**config.mk**
```make
export PLATFORM = sky130hd
export DESIGN_NAME = palette_index_unpacker_unit
export DESIGN_NICKNAME = d
export VERILOG_FILES = /design/src/design/piu_pkg.sv /design/src/design/piu_cfg.sv /design/src/design/piu_ctrl.sv /design/src/design/piu_dp.sv /design/src/design/palette_index_unpacker_unit.sv
export VERILOG_INCLUDE_DIRS = /design/src /design/src/design
export SDC_FILE = /design/constraint.sdc
export NUM_CORES = 1
export LEC_CHECK = 0
export BUFFER_PORTS_ARGS = -buffer_cell sky130_fd_sc_hd__buf_2
export CAP_MARGIN = 20
export CORE_MARGIN = 2
export CORE_UTILIZATION = 60
export DETAILED_ROUTE_END_ITERATION = 10
export HOLD_SLACK_MARGIN = 0.02
export PLACE_DENSITY = 0.86
export SYNTH_ARGS = -nofsm -noshare
export SYNTH_HDL_FRONTEND = slang
export SYNTH_SLANG_ARGS = --single-unit
```
**constraint.sdc**
```tcl
create_clock -name clk_i -period 7.7 [get_ports clk_i]
set_clock_uncertainty 0.2 [all_clocks]
set_input_delay 0.77 -clock clk_i [delete_from_list [all_inputs] [get_ports clk_i]]
set_output_delay 0.77 -clock clk_i [all_outputs]
set_load 0.05 [all_outputs]
```
**src/design/palette_index_unpacker_unit_defines.svh**
```systemverilog
// ----------------------------------------------------------------------------
// palette index unpacker assertion macros
// concurrent assertion wrappers, empty when SYNTH is defined
// ----------------------------------------------------------------------------
`ifndef PALETTE_INDEX_UNPACKER_UNIT_DEFINES_SVH
`define PALETTE_INDEX_UNPACKER_UNIT_DEFINES_SVH

`ifndef SYNTH
// property must hold at every clock edge out of reset
`define PIU_ASSERT(lbl, prop) \
  lbl: assert property (@(posedge clk_i) disable iff (!rst_ni) (prop)) \
    else $error("palette index unpacker: property violated");
// condition must never be seen at a clock edge out of reset
`define PIU_ASSERT_NEVER(lbl, cond) \
  lbl: assert property (@(posedge clk_i) disable iff (!rst_ni) !(cond)) \
    else $error("palette index unpacker: forbidden condition seen");
`else
`define PIU_ASSERT(lbl, prop)
`define PIU_ASSERT_NEVER(lbl, cond)
`endif

`endif

```
**src/design/piu_pkg.sv**
```systemverilog
// ----------------------------------------------------------------------------
// piu_pkg
// shared types, constants and width helpers of the palette index unpacker
// ----------------------------------------------------------------------------
package piu_pkg;

  localparam int WordBits = 64;
  localparam int PsW      = 13;
  localparam int FloorW   = 5;
  localparam int CntW     = 13;
  localparam int IdxW     = 16;
  localparam int SlotW    = 7;
  localparam int WidthW   = 5;
  localparam int ValW     = 31;
  localparam int CfgAddrW = 2;
  localparam int UserW    = 5;

  // register indexes of the configuration port
  localparam logic [CfgAddrW-1:0] CfgPaletteSize = 2'd0;
  localparam logic [CfgAddrW-1:0] CfgFloorBits   = 2'd1;
  localparam logic [CfgAddrW-1:0] CfgEntryCount  = 2'd2;

  typedef enum logic [1:0] {
    LenOk     = 2'd0,
    LenBeyond = 2'd1,
    LenShort  = 2'd2
  } len_err_e;

  typedef struct packed {
    logic [PsW-1:0]    palette_size;
    logic [FloorW-1:0] floor_bits;
    logic [CntW-1:0]   entry_count;
  } cfg_t;

  typedef struct packed {
    logic load;
    logic step;
  } dp_cmd_t;

  typedef struct packed {
    logic can_emit;
    logic word_end;
  } dp_sts_t;

  // bits per slot: enough to cover the palette, at least one, raised to the floor
  function automatic logic [WidthW-1:0] entry_width(logic [PsW-1:0] ps,
                                                    logic [FloorW-1:0] fl);
    logic [PsW-1:0]    m;
    logic [WidthW-1:0] w;
    m = ps - PsW'(1);
    w = WidthW'(1);
    if (ps > PsW'(1)) begin
      for (int i = 0; i < PsW; i++) begin
        if (m[i]) w = WidthW'(i + 1);
      end
    end
    if (fl > w) w = fl;
    return w;
  endfunction

  // slots per 64-bit word for a given slot width
  function automatic logic [SlotW-1:0] slots_per_word(logic [WidthW-1:0] w);
    logic [SlotW-1:0] n;
    case (w) inside
      5'd1:       n = 7'd64;
      5'd2:       n = 7'd32;
      5'd3:       n = 7'd21;
      5'd4:       n = 7'd16;
      5'd5:       n = 7'd12;
      5'd6:       n = 7'd10;
      5'd7:       n = 7'd9;
      5'd8:       n = 7'd8;
      5'd9:       n = 7'd7;
      5'd10:      n = 7'd6;
      [5'd11:5'd12]: n = 7'd5;
      [5'd13:5'd16]: n = 7'd4;
      [5'd17:5'd21]: n = 7'd3;
      [5'd22:5'd31]: n = 7'd2;
      default:    n = 7'd64;
    endcase
    return n;
  endfunction

endpackage

```
**src/design/piu_cfg.sv**
```systemverilog
// ----------------------------------------------------------------------------
// piu_cfg
// configuration registers with saturation on write
// ----------------------------------------------------------------------------
module piu_cfg #(
  parameter int MAX_ENTRIES = 4096,
  parameter int MAX_PALETTE = 4096
) (
  input  logic                          clk_i,
  input  logic                          rst_ni,
  input  logic                          cfg_we_i,
  input  logic [piu_pkg::CfgAddrW-1:0]  cfg_addr_i,
  input  logic [piu_pkg::CntW-1:0]      cfg_wdata_i,
  output piu_pkg::cfg_t                 cfg_o
);
  import piu_pkg::*;

  localparam int EntryRst = (MAX_ENTRIES < 4096) ? MAX_ENTRIES : 4096;

  cfg_t              cfg_q;
  logic [31:0]       wdata_wide;
  logic [PsW-1:0]    ps_sat;
  logic [CntW-1:0]   ec_sat;

  assign wdata_wide = 32'(cfg_wdata_i);
  assign ps_sat = (wdata_wide > 32'(MAX_PALETTE)) ? PsW'(MAX_PALETTE) : PsW'(cfg_wdata_i);
  assign ec_sat = (wdata_wide > 32'(MAX_ENTRIES)) ? CntW'(MAX_ENTRIES) : cfg_wdata_i;

  always_ff @(posedge clk_i or negedge rst_ni) begin
    if (!rst_ni) begin
      cfg_q.palette_size <= PsW'(16);
      cfg_q.floor_bits   <= FloorW'(4);
      cfg_q.entry_count  <= CntW'(EntryRst);
    end else if (cfg_we_i) begin
      unique case (cfg_addr_i)
        CfgPaletteSize: cfg_q.palette_size <= ps_sat;
        CfgFloorBits:   cfg_q.floor_bits   <= cfg_wdata_i[FloorW-1:0];
        CfgEntryCount:  cfg_q.entry_count  <= ec_sat;
        default: ;
      endcase
    end
  end

  assign cfg_o = cfg_q;

endmodule

```
**src/design/piu_ctrl.sv**
```systemverilog
// ----------------------------------------------------------------------------
// piu_ctrl
// word sequencer: takes one word, steps its slots, then frees the input
// ----------------------------------------------------------------------------
module piu_ctrl (
  input  logic              clk_i,
  input  logic              rst_ni,
  input  logic              s_tvalid_i,
  output logic              s_tready_o,
  input  piu_pkg::dp_sts_t  sts_i,
  output piu_pkg::dp_cmd_t  cmd_o
);
  import piu_pkg::*;

  typedef enum logic {
    StIdle,
    StRun
  } state_e;

  state_e state_q;
  logic   ready_q;

  always_ff @(posedge clk_i or negedge rst_ni) begin
    if (!rst_ni) begin
      state_q <= StIdle;
      ready_q <= 1'b1;
    end else begin
      unique case (state_q)
        StIdle: begin
          if (s_tvalid_i) begin
            state_q <= StRun;
            ready_q <= 1'b0;
          end
        end
        StRun: begin
          if (sts_i.can_emit && sts_i.word_end) begin
            state_q <= StIdle;
            ready_q <= 1'b1;
          end
        end
        default: begin
          state_q <= StIdle;
          ready_q <= 1'b1;
        end
      endcase
    end
  end

  assign s_tready_o = ready_q;
  assign cmd_o.load = s_tvalid_i && ready_q;
  assign cmd_o.step = (state_q == StRun) && sts_i.can_emit;

endmodule

```
**src/design/piu_dp.sv**
```systemverilog
// ----------------------------------------------------------------------------
// piu_dp
// slot extractor, entry counter and output register
// ----------------------------------------------------------------------------
module piu_dp (
  input  logic                          clk_i,
  input  logic                          rst_ni,
  input  piu_pkg::cfg_t                 cfg_i,
  input  piu_pkg::dp_cmd_t              cmd_i,
  output piu_pkg::dp_sts_t              sts_o,
  input  logic [piu_pkg::WordBits-1:0]  word_i,
  input  logic                          last_i,
  output logic                          out_valid_o,
  input  logic                          out_ready_i,
  output logic [piu_pkg::IdxW-1:0]      out_idx_o,
  output logic                          out_last_o,
  output logic [piu_pkg::UserW-1:0]     out_user_o
);
  import piu_pkg::*;

  // word in flight
  logic [WordBits-1:0] word_q;
  logic                last_q;
  logic                beyond_q;
  logic                cerr_q;
  logic [WidthW-1:0]   w_q;
  logic [SlotW-1:0]    per_q;
  logic [SlotW-1:0]    slot_q;
  logic [CntW-1:0]     emitted_q;

  // output register
  logic                out_valid_q;
  logic [IdxW-1:0]     out_idx_q;
  logic                out_last_q;
  logic                out_done_q;
  logic                out_ierr_q;
  len_err_e            out_lerr_q;
  logic                out_cerr_q;

  logic [31:0]         mask_wide;
  logic [ValW-1:0]     slot_val;
  logic [CntW-1:0]     emitted_nx;
  logic                slot_ierr;
  logic                slot_done;
  logic                slot_last;

  assign mask_wide  = (32'd1 << w_q) - 32'd1;
  assign slot_val   = word_q[ValW-1:0] & mask_wide[ValW-1:0];
  assign emitted_nx = emitted_q + CntW'(1);
  assign slot_ierr  = slot_val >= ValW'(cfg_i.palette_size);
  assign slot_done  = emitted_nx == cfg_i.entry_count;
  assign slot_last  = ((slot_q + SlotW'(1)) == per_q) || slot_done;

  assign sts_o.can_emit = !out_valid_q || out_ready_i;
  assign sts_o.word_end = beyond_q || slot_last;

  always_ff @(posedge clk_i or negedge rst_ni) begin
    if (!rst_ni) begin
      emitted_q   <= '0;
      out_valid_q <= 1'b0;
    end else begin
      if (cmd_i.step) begin
        out_valid_q <= 1'b1;
        if (beyond_q) begin
          if (last_q) emitted_q <= '0;
        end else begin
          emitted_q <= (slot_last && last_q) ? '0 : emitted_nx;
        end
      end else if (out_ready_i) begin
        out_valid_q <= 1'b0;
      end
    end
  end

  // payload, no reset needed
  always_ff @(posedge clk_i) begin
    if (cmd_i.load) begin
      word_q   <= word_i;
      last_q   <= last_i;
      beyond_q <= emitted_q >= cfg_i.entry_count;
      cerr_q   <= cfg_i.palette_size == '0;
      w_q      <= entry_width(cfg_i.palette_size, cfg_i.floor_bits);
      per_q    <= slots_per_word(entry_width(cfg_i.palette_size, cfg_i.floor_bits));
      slot_q   <= '0;
    end else if (cmd_i.step) begin
      word_q <= word_q >> w_q;
      slot_q <= slot_q + SlotW'(1);
    end
    if (cmd_i.step) begin
      out_cerr_q <= cerr_q;
      if (beyond_q) begin
        out_idx_q  <= '0;
        out_last_q <= 1'b1;
        out_done_q <= 1'b0;
        out_ierr_q <= 1'b0;
        out_lerr_q <= LenBeyond;
      end else begin
        out_idx_q  <= slot_val[IdxW-1:0];
        out_last_q <= slot_last;
        out_done_q <= slot_done;
        out_ierr_q <= slot_ierr;
        out_lerr_q <= (slot_last && last_q && !slot_done) ? LenShort : LenOk;
      end
    end
  end

  assign out_valid_o = out_valid_q;
  assign out_idx_o   = out_idx_q;
  assign out_last_o  = out_last_q;
  assign out_user_o  = {out_cerr_q, out_lerr_q, out_ierr_q, out_done_q};

endmodule

```
**src/design/palette_index_unpacker_unit.sv**
```systemverilog
// the first index of a word is stepped from the run state into the output register
// the single slot extractor steps one slot per cycle while the output register can take a result;
// a word past the count gives one result
// the input is free again once the word's last result sits in the output register
// reset (rst_ni, asynchronous, active low) restores palette_size 16, floor_bits 4,
// entry_count 4096 (or MAX_ENTRIES if smaller), clears the entry count and the output
`include "palette_index_unpacker_unit_defines.svh"
// ----------------------------------------------------------------------------
// palette_index_unpacker_unit
// unpacks 64-bit words of fixed-width palette indices, low slot first
// ----------------------------------------------------------------------------
module palette_index_unpacker_unit #(
  parameter int MAX_ENTRIES = 4096,
  parameter int MAX_PALETTE = 4096
) (
  input  logic                          clk_i,
  input  logic                          rst_ni,
  // configuration write port
  input  logic                          cfg_we_i,
  input  logic [piu_pkg::CfgAddrW-1:0]  cfg_addr_i,
  input  logic [piu_pkg::CntW-1:0]      cfg_wdata_i,
  // word requests
  input  logic                          s_axis_tvalid_i,
  output logic                          s_axis_tready_o,
  input  logic [piu_pkg::WordBits-1:0]  s_axis_tdata_i,  // packed_word
  input  logic                          s_axis_tlast_i,  // last_word
  // index requests
  output logic                          m_axis_tvalid_o,
  input  logic                          m_axis_tready_i,
  output logic [piu_pkg::IdxW-1:0]      m_axis_tdata_o,  // palette_index
  output logic                          m_axis_tlast_o,  // run_last
  // entries_done, index_error, length_error[1:0], config_error
  output logic [piu_pkg::UserW-1:0]     m_axis_tuser_o
);
  import piu_pkg::*;

  cfg_t    cfg;
  dp_cmd_t cmd;
  dp_sts_t sts;

  // register file, saturating palette size and entry count on write
  piu_cfg #(
    .MAX_ENTRIES (MAX_ENTRIES),
    .MAX_PALETTE (MAX_PALETTE)
  ) u_cfg (
    .clk_i       (clk_i),
    .rst_ni      (rst_ni),
    .cfg_we_i    (cfg_we_i),
    .cfg_addr_i  (cfg_addr_i),
    .cfg_wdata_i (cfg_wdata_i),
    .cfg_o       (cfg)
  );

  // sequencer: idle takes a word, run steps until the word's last result
  piu_ctrl u_ctrl (
    .clk_i      (clk_i),
    .rst_ni     (rst_ni),
    .s_tvalid_i (s_axis_tvalid_i),
    .s_tready_o (s_axis_tready_o),
    .sts_i      (sts),
    .cmd_o      (cmd)
  );

  // word shifter, slot mask and compare, running entry count, output register
  piu_dp u_dp (
    .clk_i       (clk_i),
    .rst_ni      (rst_ni),
    .cfg_i       (cfg),
    .cmd_i       (cmd),
    .sts_o       (sts),
    .word_i      (s_axis_tdata_i),
    .last_i      (s_axis_tlast_i),
    .out_valid_o (m_axis_tvalid_o),
    .out_ready_i (m_axis_tready_i),
    .out_idx_o   (m_axis_tdata_o),
    .out_last_o  (m_axis_tlast_o),
    .out_user_o  (m_axis_tuser_o)
  );

  // a taken word closes the input in the following cycle
  `PIU_ASSERT(a_busy_after_take, (s_axis_tvalid_i && s_axis_tready_o) |=> !s_axis_tready_o)
  // a word past the count gives a bare closing result
  `PIU_ASSERT(a_beyond_bare, (m_axis_tvalid_o && m_axis_tuser_o[3:2] == LenBeyond) |-> (m_axis_tdata_o == '0 && !m_axis_tuser_o[0] && !m_axis_tuser_o[1] && m_axis_tlast_o))
  // completing the count always closes the word
  `PIU_ASSERT(a_done_closes, (m_axis_tvalid_o && m_axis_tuser_o[0]) |-> m_axis_tlast_o)
  // unused length code never appears
  `PIU_ASSERT_NEVER(a_no_len_code3, m_axis_tvalid_o && m_axis_tuser_o[3:2] == 2'd3)

endmodule

```
==> results by group, run 1 <==
Clock network
  • Worst skew pair latency: 0.44 ns
  • Clk slew on worst S/H paths: 0.07 ns
  • Longest Clk Path Bufs: 2
  • CTS tree: yes
  • CTS resizes: 0
  • Clock sinks: 155
  • Root Buffer: clkbuf_16
  • H-tree Lvls: 4
  • Num CTS Buffers: 17

STA
  • Setup violators final: 0
  • Fmax: 184 MHz
  • Setup_tns: 0 ns
  • Final slew viol count: 0
  • Setup ws final: 2.25 ns
  • Slew at the pin closest to its max-slew limit: 1.10 ns
  • Slew margin rel.: 26.1%
  • Hold Vio Cnt, Final: 0
  • RSZ-0062 raised after global routing: no
  • Final worst path period share: 70.7%
  • Fin crit period: 5.45 ns

Synthesis
  • Seq/Total Area, Yosys: 35.5%
  • Unique masters post-synth: 74
  • Synth Register Bits: 155
  • Most used flip-flop cell after synthesis: edfxtp_1
  • Synth area leader: edfxtp_1
  • Syn Nets: 1413
  • Number of synthesized flops with an enable pin: 101
  • Synth area leaders: edfxtp_1, dfrtp_1, mux4_2
  • Syn_area_per_cell: 9.48 um2
  • Yosys warning total: 0
  • Post-synth top area share: 24.7%
  • Synth async-reset ratio: 30.3%
  • Cell area after synthesis: 12300 um2
  • Synth Instances: 1293

Cells and area
  • Layout cells sized above 1: 23.2%
  • Synth-to-layout area growth: 9.38%
  • Fin area: 13400 um2
  • Diode count: 0
  • Final nets: 1446
  • Fin util: 66.5%
  • Fill count: 1559
  • Non-Filler Instances: 1609

Placement
  • IO Port Bufs: 108
  • # placed instances: 1574
  • Pre-CTS setup slack: 2.36 ns
  • Placed inst area: 12800 um2
  • DPL Wire Length: 23300 um
  • GPL Wtd Cong: 0.964

Hold path
  • Worst min path class: reg -> reg
  • Worst hold path depth: 0

Worst setup path
  • R2R depth: 17
  • Worst R2R Setup Slack: 2.25 ns
  • Critical path class: reg -> reg
  • Startpoint Class: register
  • Slowest Stage Delay on Critical Path: 0.75 ns
  • Worst EP arrival: 5.43 ns
  • Critical-path maximum fanout: 11
  • Critical-path cell list: inv_1 -> ha_1 -> or3b_2 -> o32ai_1 -> a22o_1 -> o21ai_0 -> a211oi_1 -> inv_1 -> ha_1 -> nor2b_1 -> o21a_1 -> o21ai_0 -> o2bb2ai_1 -> mux2i_1 -> nor2b_1 -> o21a_1 -> a311o_1
  • CP required: 7.69 ns
  • Slowest-stage cell, CP: mux2i_1
  • Worst Setup End Kind: register

Job
  • Max-Cap Viols: 0

Run status
  • Outcome: completed

Routing
  • Post-route ant nets: 0
  • Wire length per cell: 20.3 um
  • Post-Route WL: 32700 um
  • Vias post-DR: 10.7k
  • Vias/cell: 6.65
  • Detailed Routing Iterations Pass 1: 8
  • DRT iter0 DRCs: 1278
  • Post-route DRC: 0

Floorplan
  • Core area: 20200 um2
  • Rows: 52
  • Die ar.: 21600 um2
  • Die Wd: 147 um
  • Die height: 147 um
  • Io pins: 109
  • Initial Util: 60.8%

GRT
  • Gr ovfl total: 0
  • Largest net degree at the start of global routing: 92
  • Total GRT Usage: 30.6%
  • Vias in the first global route: 10.1k
  • First-pass GRT wire length: 52800 um
  • Initial antenna violation count: 0

Power and ir drop
  • P per Cell Area: 436 nW/um2
  • Leakage power: 5.26 nW
  • VDD IR max: 0.287 mV
-- synth_stat cells, types with 8 or more instances --
master / n
nand2_1: 139
buf_1: 16
dfrtp_1: 43
and2_1: 11
nor2_1: 94
edfxtp_1: 101
mux2i_1: 56
mux4_2: 45
a31oi_1: 9
inv_1: 41
nor2b_1: 35
nand2b_1: 25
o21ai_0: 117
o31ai_1: 8
ha_1: 35
nor4_1: 9
xor2_1: 15
nand4_1: 13
mux2_2: 89
nand3_1: 15
o21a_1: 14
nor3_1: 24
clkbuf_1: 78
a22o_1: 11
a211oi_1: 18
a21oi_1: 77
xnor2_1: 15
-- final timing paths --
path                                  from                end
max in group asynchronous           rst_ni  u_ctrl.s_tready_o
min reg2reg                    u_dp.cerr_q    u_dp.out_cerr_q
max                        u_cfg.cfg_o[19]      u_dp.per_q[0]
min in group asynchronous           rst_ni    u_cfg.cfg_o[17]
max reg2reg                u_cfg.cfg_o[19]      u_dp.per_q[0]
min                            u_dp.cerr_q    u_dp.out_cerr_q
-- cells by family after synthesis --
kind of cell / Yosys count / share of synthesized area, %
simple gates: 403 / 16.0
compound gates: 330 / 16.8
mux: 190 / 21.0
flops: 155 / 35.5
buf+inv: 150 / 4.91
fa+ha+maj: 35 / 3.57
xor+xnor: 30 / 2.14
-- worst max-delay path: cells and delay by family (launching register included) --
family / cells / cell delay, ns
multiplexers: 1 / 0.75
AND/OR/NAND/NOR: 3 / 0.86
adder cells (fa/ha/maj): 2 / 0.58
buffers and inverters: 2 / 0.22
flip-flops: 1 / 0.47
AO/OA/AOI/OAI: 9 / 2.10
-- placed cells by master, fill, tap and decap left out, drive strengths merged, types with 14 or more instances in the layout --
| cell type | count |
|---|---|
| nor2b | 35 |
| edfxtp | 101 |
| nand2b | 25 |
| ha | 35 |
| mux4 | 45 |
| nor3 | 24 |
| o21ai | 119 |
| a21oi | 77 |
| nand2 | 140 |
| mux2i | 56 |
| inv | 50 |
| o21a | 14 |
| nor2 | 94 |
| xor2 | 15 |
| buf | 121 |
| dfrtp | 43 |
| nand3 | 16 |
| clkbuf | 17 |
| mux2 | 89 |
| xnor2 | 15 |
| a211oi | 18 |
-- power breakdown --
part           internal (mW)  switching [mW]  total [mW]
sequential              1.35           0.329        1.68
clock                  0.433           0.407       0.840
combinational           1.39            1.93        3.32
total                   3.17            2.67        5.84
-- sequential cells by signal, indices dropped and copies added, names as in the netlist, 2 cells and up --
register         cells
u_dp.w_q             5
u_cfg.cfg_o         31
u_dp.per_q           7
u_dp.word_q         64
u_dp.out_lerr_q      2
u_dp.emitted_q      13
u_dp.out_idx_o      16
u_dp.slot_q          7
-- metrics by stage --
step | hold WS (ns) | power, mW
after floorplan | 0.200 | 4.05
after global placement | 0.204 | 4.77
after detailed placement | 0.206 | 4.87
after CTS | 0.222 | 5.73
after global routing | 0.238 | 6.16
final | 0.228 | 5.84
-- cell type report --
| type | count | area [um2] | share of cell area, % |
|---|---|---|---|
| multi-input cells | 988 | 7300 | 54.5 |
| flip-flops and latches | 155 | 4350 | 32.5 |
| repair buffers | 122 | 673 | 5.02 |
| clock buffers | 17 | 425 | 3.17 |
| well taps | 270 | 338 | 2.52 |
| inverters | 42 | 158 | 1.18 |
| clock inverters | 15 | 155 | 1.16 |
-- layer usage --
layer  wire (um)  GRT usage (%)
met3        3290           7.20
met1       13400           42.1
met2       14700           46.5
met4        1430           13.8
met5           0              0
-- what timing repair did --
| action | CTS | global route |
|---|---|---|
| hold endpoints to repair | 0 | 4 |
| hold buffers | 0 | 1 |
| setup buffers | 0 | 0 |
(Power assumes the default switching activity.)
==> run 2: changes to the inputs <==
--- a/config.mk
+++ b/config.mk
@@ -9,10 +9,10 @@
 export BUFFER_PORTS_ARGS = -buffer_cell sky130_fd_sc_hd__buf_2
 export CAP_MARGIN = 20
 export CORE_MARGIN = 2
-export CORE_UTILIZATION = 60
+export CORE_UTILIZATION = 55
 export DETAILED_ROUTE_END_ITERATION = 10
 export HOLD_SLACK_MARGIN = 0.02
-export PLACE_DENSITY = 0.86
+export PLACE_DENSITY = 0.83
 export SYNTH_ARGS = -nofsm -noshare
 export SYNTH_HDL_FRONTEND = slang
 export SYNTH_SLANG_ARGS = --single-unit
==> constraint.sdc (replaced) <==
create_clock -name clk_i -period 4.84 [get_ports clk_i]
set_clock_uncertainty 0.2 [all_clocks]
set_input_delay 0.484 -clock clk_i [delete_from_list [all_inputs] [get_ports clk_i]]
set_output_delay 0.484 -clock clk_i [all_outputs]
set_load 0.05 [all_outputs]
==> run 2 against run 1 <==
Power increased by 62%. Flip-flop and latch count unchanged. Sequential power increased by 60%. Utilization decreased by 4.3 points. Clock-buffer cell count increased by 2. Critical path depth decreased by 1. Setup slack got worse by 2.1 ns. Via count increased by 0.29%. Wire length increased by 6.7%. Critical endpoint unchanged. Largest power group unchanged.
==> results by group, run 2 (synthesis gave the netlist of run 1 again) <==
Run status
  • Outcome: completed

Power and ir drop
  • Leakage power: 5.33 nW
  • VDD IR max: 0.457 mV
  • Reg power frac: 28.4%
  • Power after layout: 9.43 mW
  • P_int: 5.13 mW
  • Combinational fraction of design power: 57.8%
  • Psw: 4.30 mW
  • Clock power share: 13.9%
  • P per Cell Area: 696 nW/um2
  • Net Sw Frac: 45.6%

STA
  • Final worst path period share: 96.6%
  • Setup ws final: 0.167 ns
  • Fin crit period: 4.67 ns
  • Fmax: 214 MHz
  • Slew at the pin closest to its max-slew limit: 0.980 ns
  • Setup_tns: 0 ns
  • Setup violators final: 0
  • Slew margin rel.: 34.7%
  • Hold Vio Cnt, Final: 0
  • Final slew viol count: 0

Routing
  • Wire length per cell: 21.4 um
  • Post-route DRC: 0
  • Vias post-DR: 10.7k
  • Detailed Routing Iterations Pass 1: 5
  • Post-route ant nets: 0
  • DRT iter0 DRCs: 1348
  • Post-Route WL: 34900 um
  • Vias/cell: 6.57

Worst setup path
  • Reg2Reg Launch Point: u_cfg.cfg_o[19]
  • Slowest-stage cell, CP: o41ai_1
  • Critical path depth: 16
  • Family with the most delay on the worst path: compound AO/OA/AOI/OAI gates
  • Crit-path most repeated cell: ha_1
  • Worst EP arrival: 4.66 ns
  • Critical-path cell list: inv_1 -> ha_1 -> or3b_2 -> buf_4 -> nor2_1 -> a311oi_1 -> o41ai_1 -> a221oi_2 -> nand2b_1 -> ha_1 -> nand4_1 -> o2bb2ai_2 -> mux2_4 -> nor2b_1 -> o21a_1 -> a311o_1
  • Critical path class: reg -> reg
  • Slowest Stage Delay on Critical Path: 0.61 ns
  • R2R depth: 16
  • Worst Setup End Kind: register
  • Startpoint Class: register
  • Crit. Startpoint: u_cfg.cfg_o[19]
  • Buf+Inv Stages, Crit Path: 2
  • Critical-path maximum fanout: 11
  • CP required: 4.83 ns

Clock network
  • Clk slew on worst S/H paths: 0.06 ns
  • Worst skew pair latency: 0.44 ns
  • Clock sinks: 155
  • Root Buffer: clkbuf_16
  • H-tree Lvls: 4
  • CTS tree: yes
  • Longest Clk Path Bufs: 2
  • Num CTS Buffers: 17

Hold path
  • Worst min path class: in -> reg
  • Worst hold path depth: 1
  • Worst Min Path Start: s_axis_tlast_i

Floorplan
  • Die height: 153 um
  • Core area: 21800 um2
  • Initial Util: 56.2%
  • Io pins: 109
  • Die ar.: 23500 um2
  • Rows: 54
  • Die Wd: 153 um

Placement
  • DPL Wire Length: 25100 um
  • # placed instances: 1598
  • Pre-CTS setup slack: 0.106 ns
  • GPL Wtd Cong: 0.929
  • Placed inst area: 12900 um2
  • IO Port Bufs: 108

GRT
  • Met3 Usage GRT: 5.76%
  • Total GRT Usage: 29.4%
  • Vias in the first global route: 10.1k
  • Largest net degree at the start of global routing: 91
  • GR peak layer: met2
  • M2 GR Usage: 45.1%
  • Gr ovfl total: 0
  • First-pass GRT wire length: 55000 um
  • Initial antenna violation count: 0
  • Met1 usage: 41.8%

Cells and area
  • Max reg flops: 64
  • Final nets: 1461
  • Synth-to-layout area growth: 10.6%
  • Commonest non-fill, non-tap cells in the layout: nand2_1, o21ai_0, buf_2, edfxtp_1, nor2_1
  • Most common cell after layout, fill and taps aside: nand2_1
  • FF/Latch Area: 4350 um2
  • Layout cells sized above 1: 24.3%
  • Fin area: 13600 um2
  • Largest register by flop count: u_dp.word_q
  • Multi-input logic area: 7340 um2
  • Diode count: 0
  • Fill count: 1783
  • Non-Filler Instances: 1634

Job
  • Max-Cap Viols: 0
[run 2: repair_timing]
item	CTS	global route
endpoints found under the hold margin	43	0
endpoints found under the setup margin	0	4
setup buffers	0	2
hold buffers	1	0
gates resized for setup	0	7
[run 2: final cells by class]
cell class	instances	area share [%]
multi-input cells	988	54.2
inverters	42	1.16
clock buffers	19	3.42
flip-flops and latches	155	32.1
repair buffers	137	5.79
well taps	280	2.58
clock inverters	13	0.766
[run 2: power by group through the flow]
stage          logic, mW  clock network (mW)  registers (mW)
3_3_place_gp        5.06                   0            2.65
6_report            5.45                1.31            2.68
3_5_place_dp        5.20                   0            2.68
5_1_grt             5.82                1.37            2.72
2_1_floorplan       3.76                   0            2.69
4_1_cts             5.27                1.32            2.65
[run 2: path summary, 6_finish.rpt]
kind / slack (ns) / end
min in group asynchronous: 0.48 / u_cfg.cfg_o[16]
min reg2reg: 0.22 / u_dp.out_cerr_q
max reg2reg: 0.17 / u_dp.per_q[0]
max in group asynchronous: 3.54 / u_ctrl.state_q
max: 0.17 / u_dp.per_q[0]
min: 0.04 / u_dp.last_q
[run 2: per-layer routing]
layer / up-vias / routed length (um) / share of wire, %
met5: - / 0 / 0
met4: 0 / 1060 / 3.0
met3: 95 / 3780 / 11
met2: 663 / 15900 / 45
met1: 5068 / 14200 / 41
li1: 4908 / - / -
[run 2: metrics by stage]
step | hold WS, ns | utilization [%]
final | 0.0407 | 62.1
after global routing | 0.0396 | 62.1
after CTS | 0.0288 | 61.8
after detailed placement | 0.205 | 59.2
after global placement | 0.204 | 59.2
after floorplan | -0.0116 | -
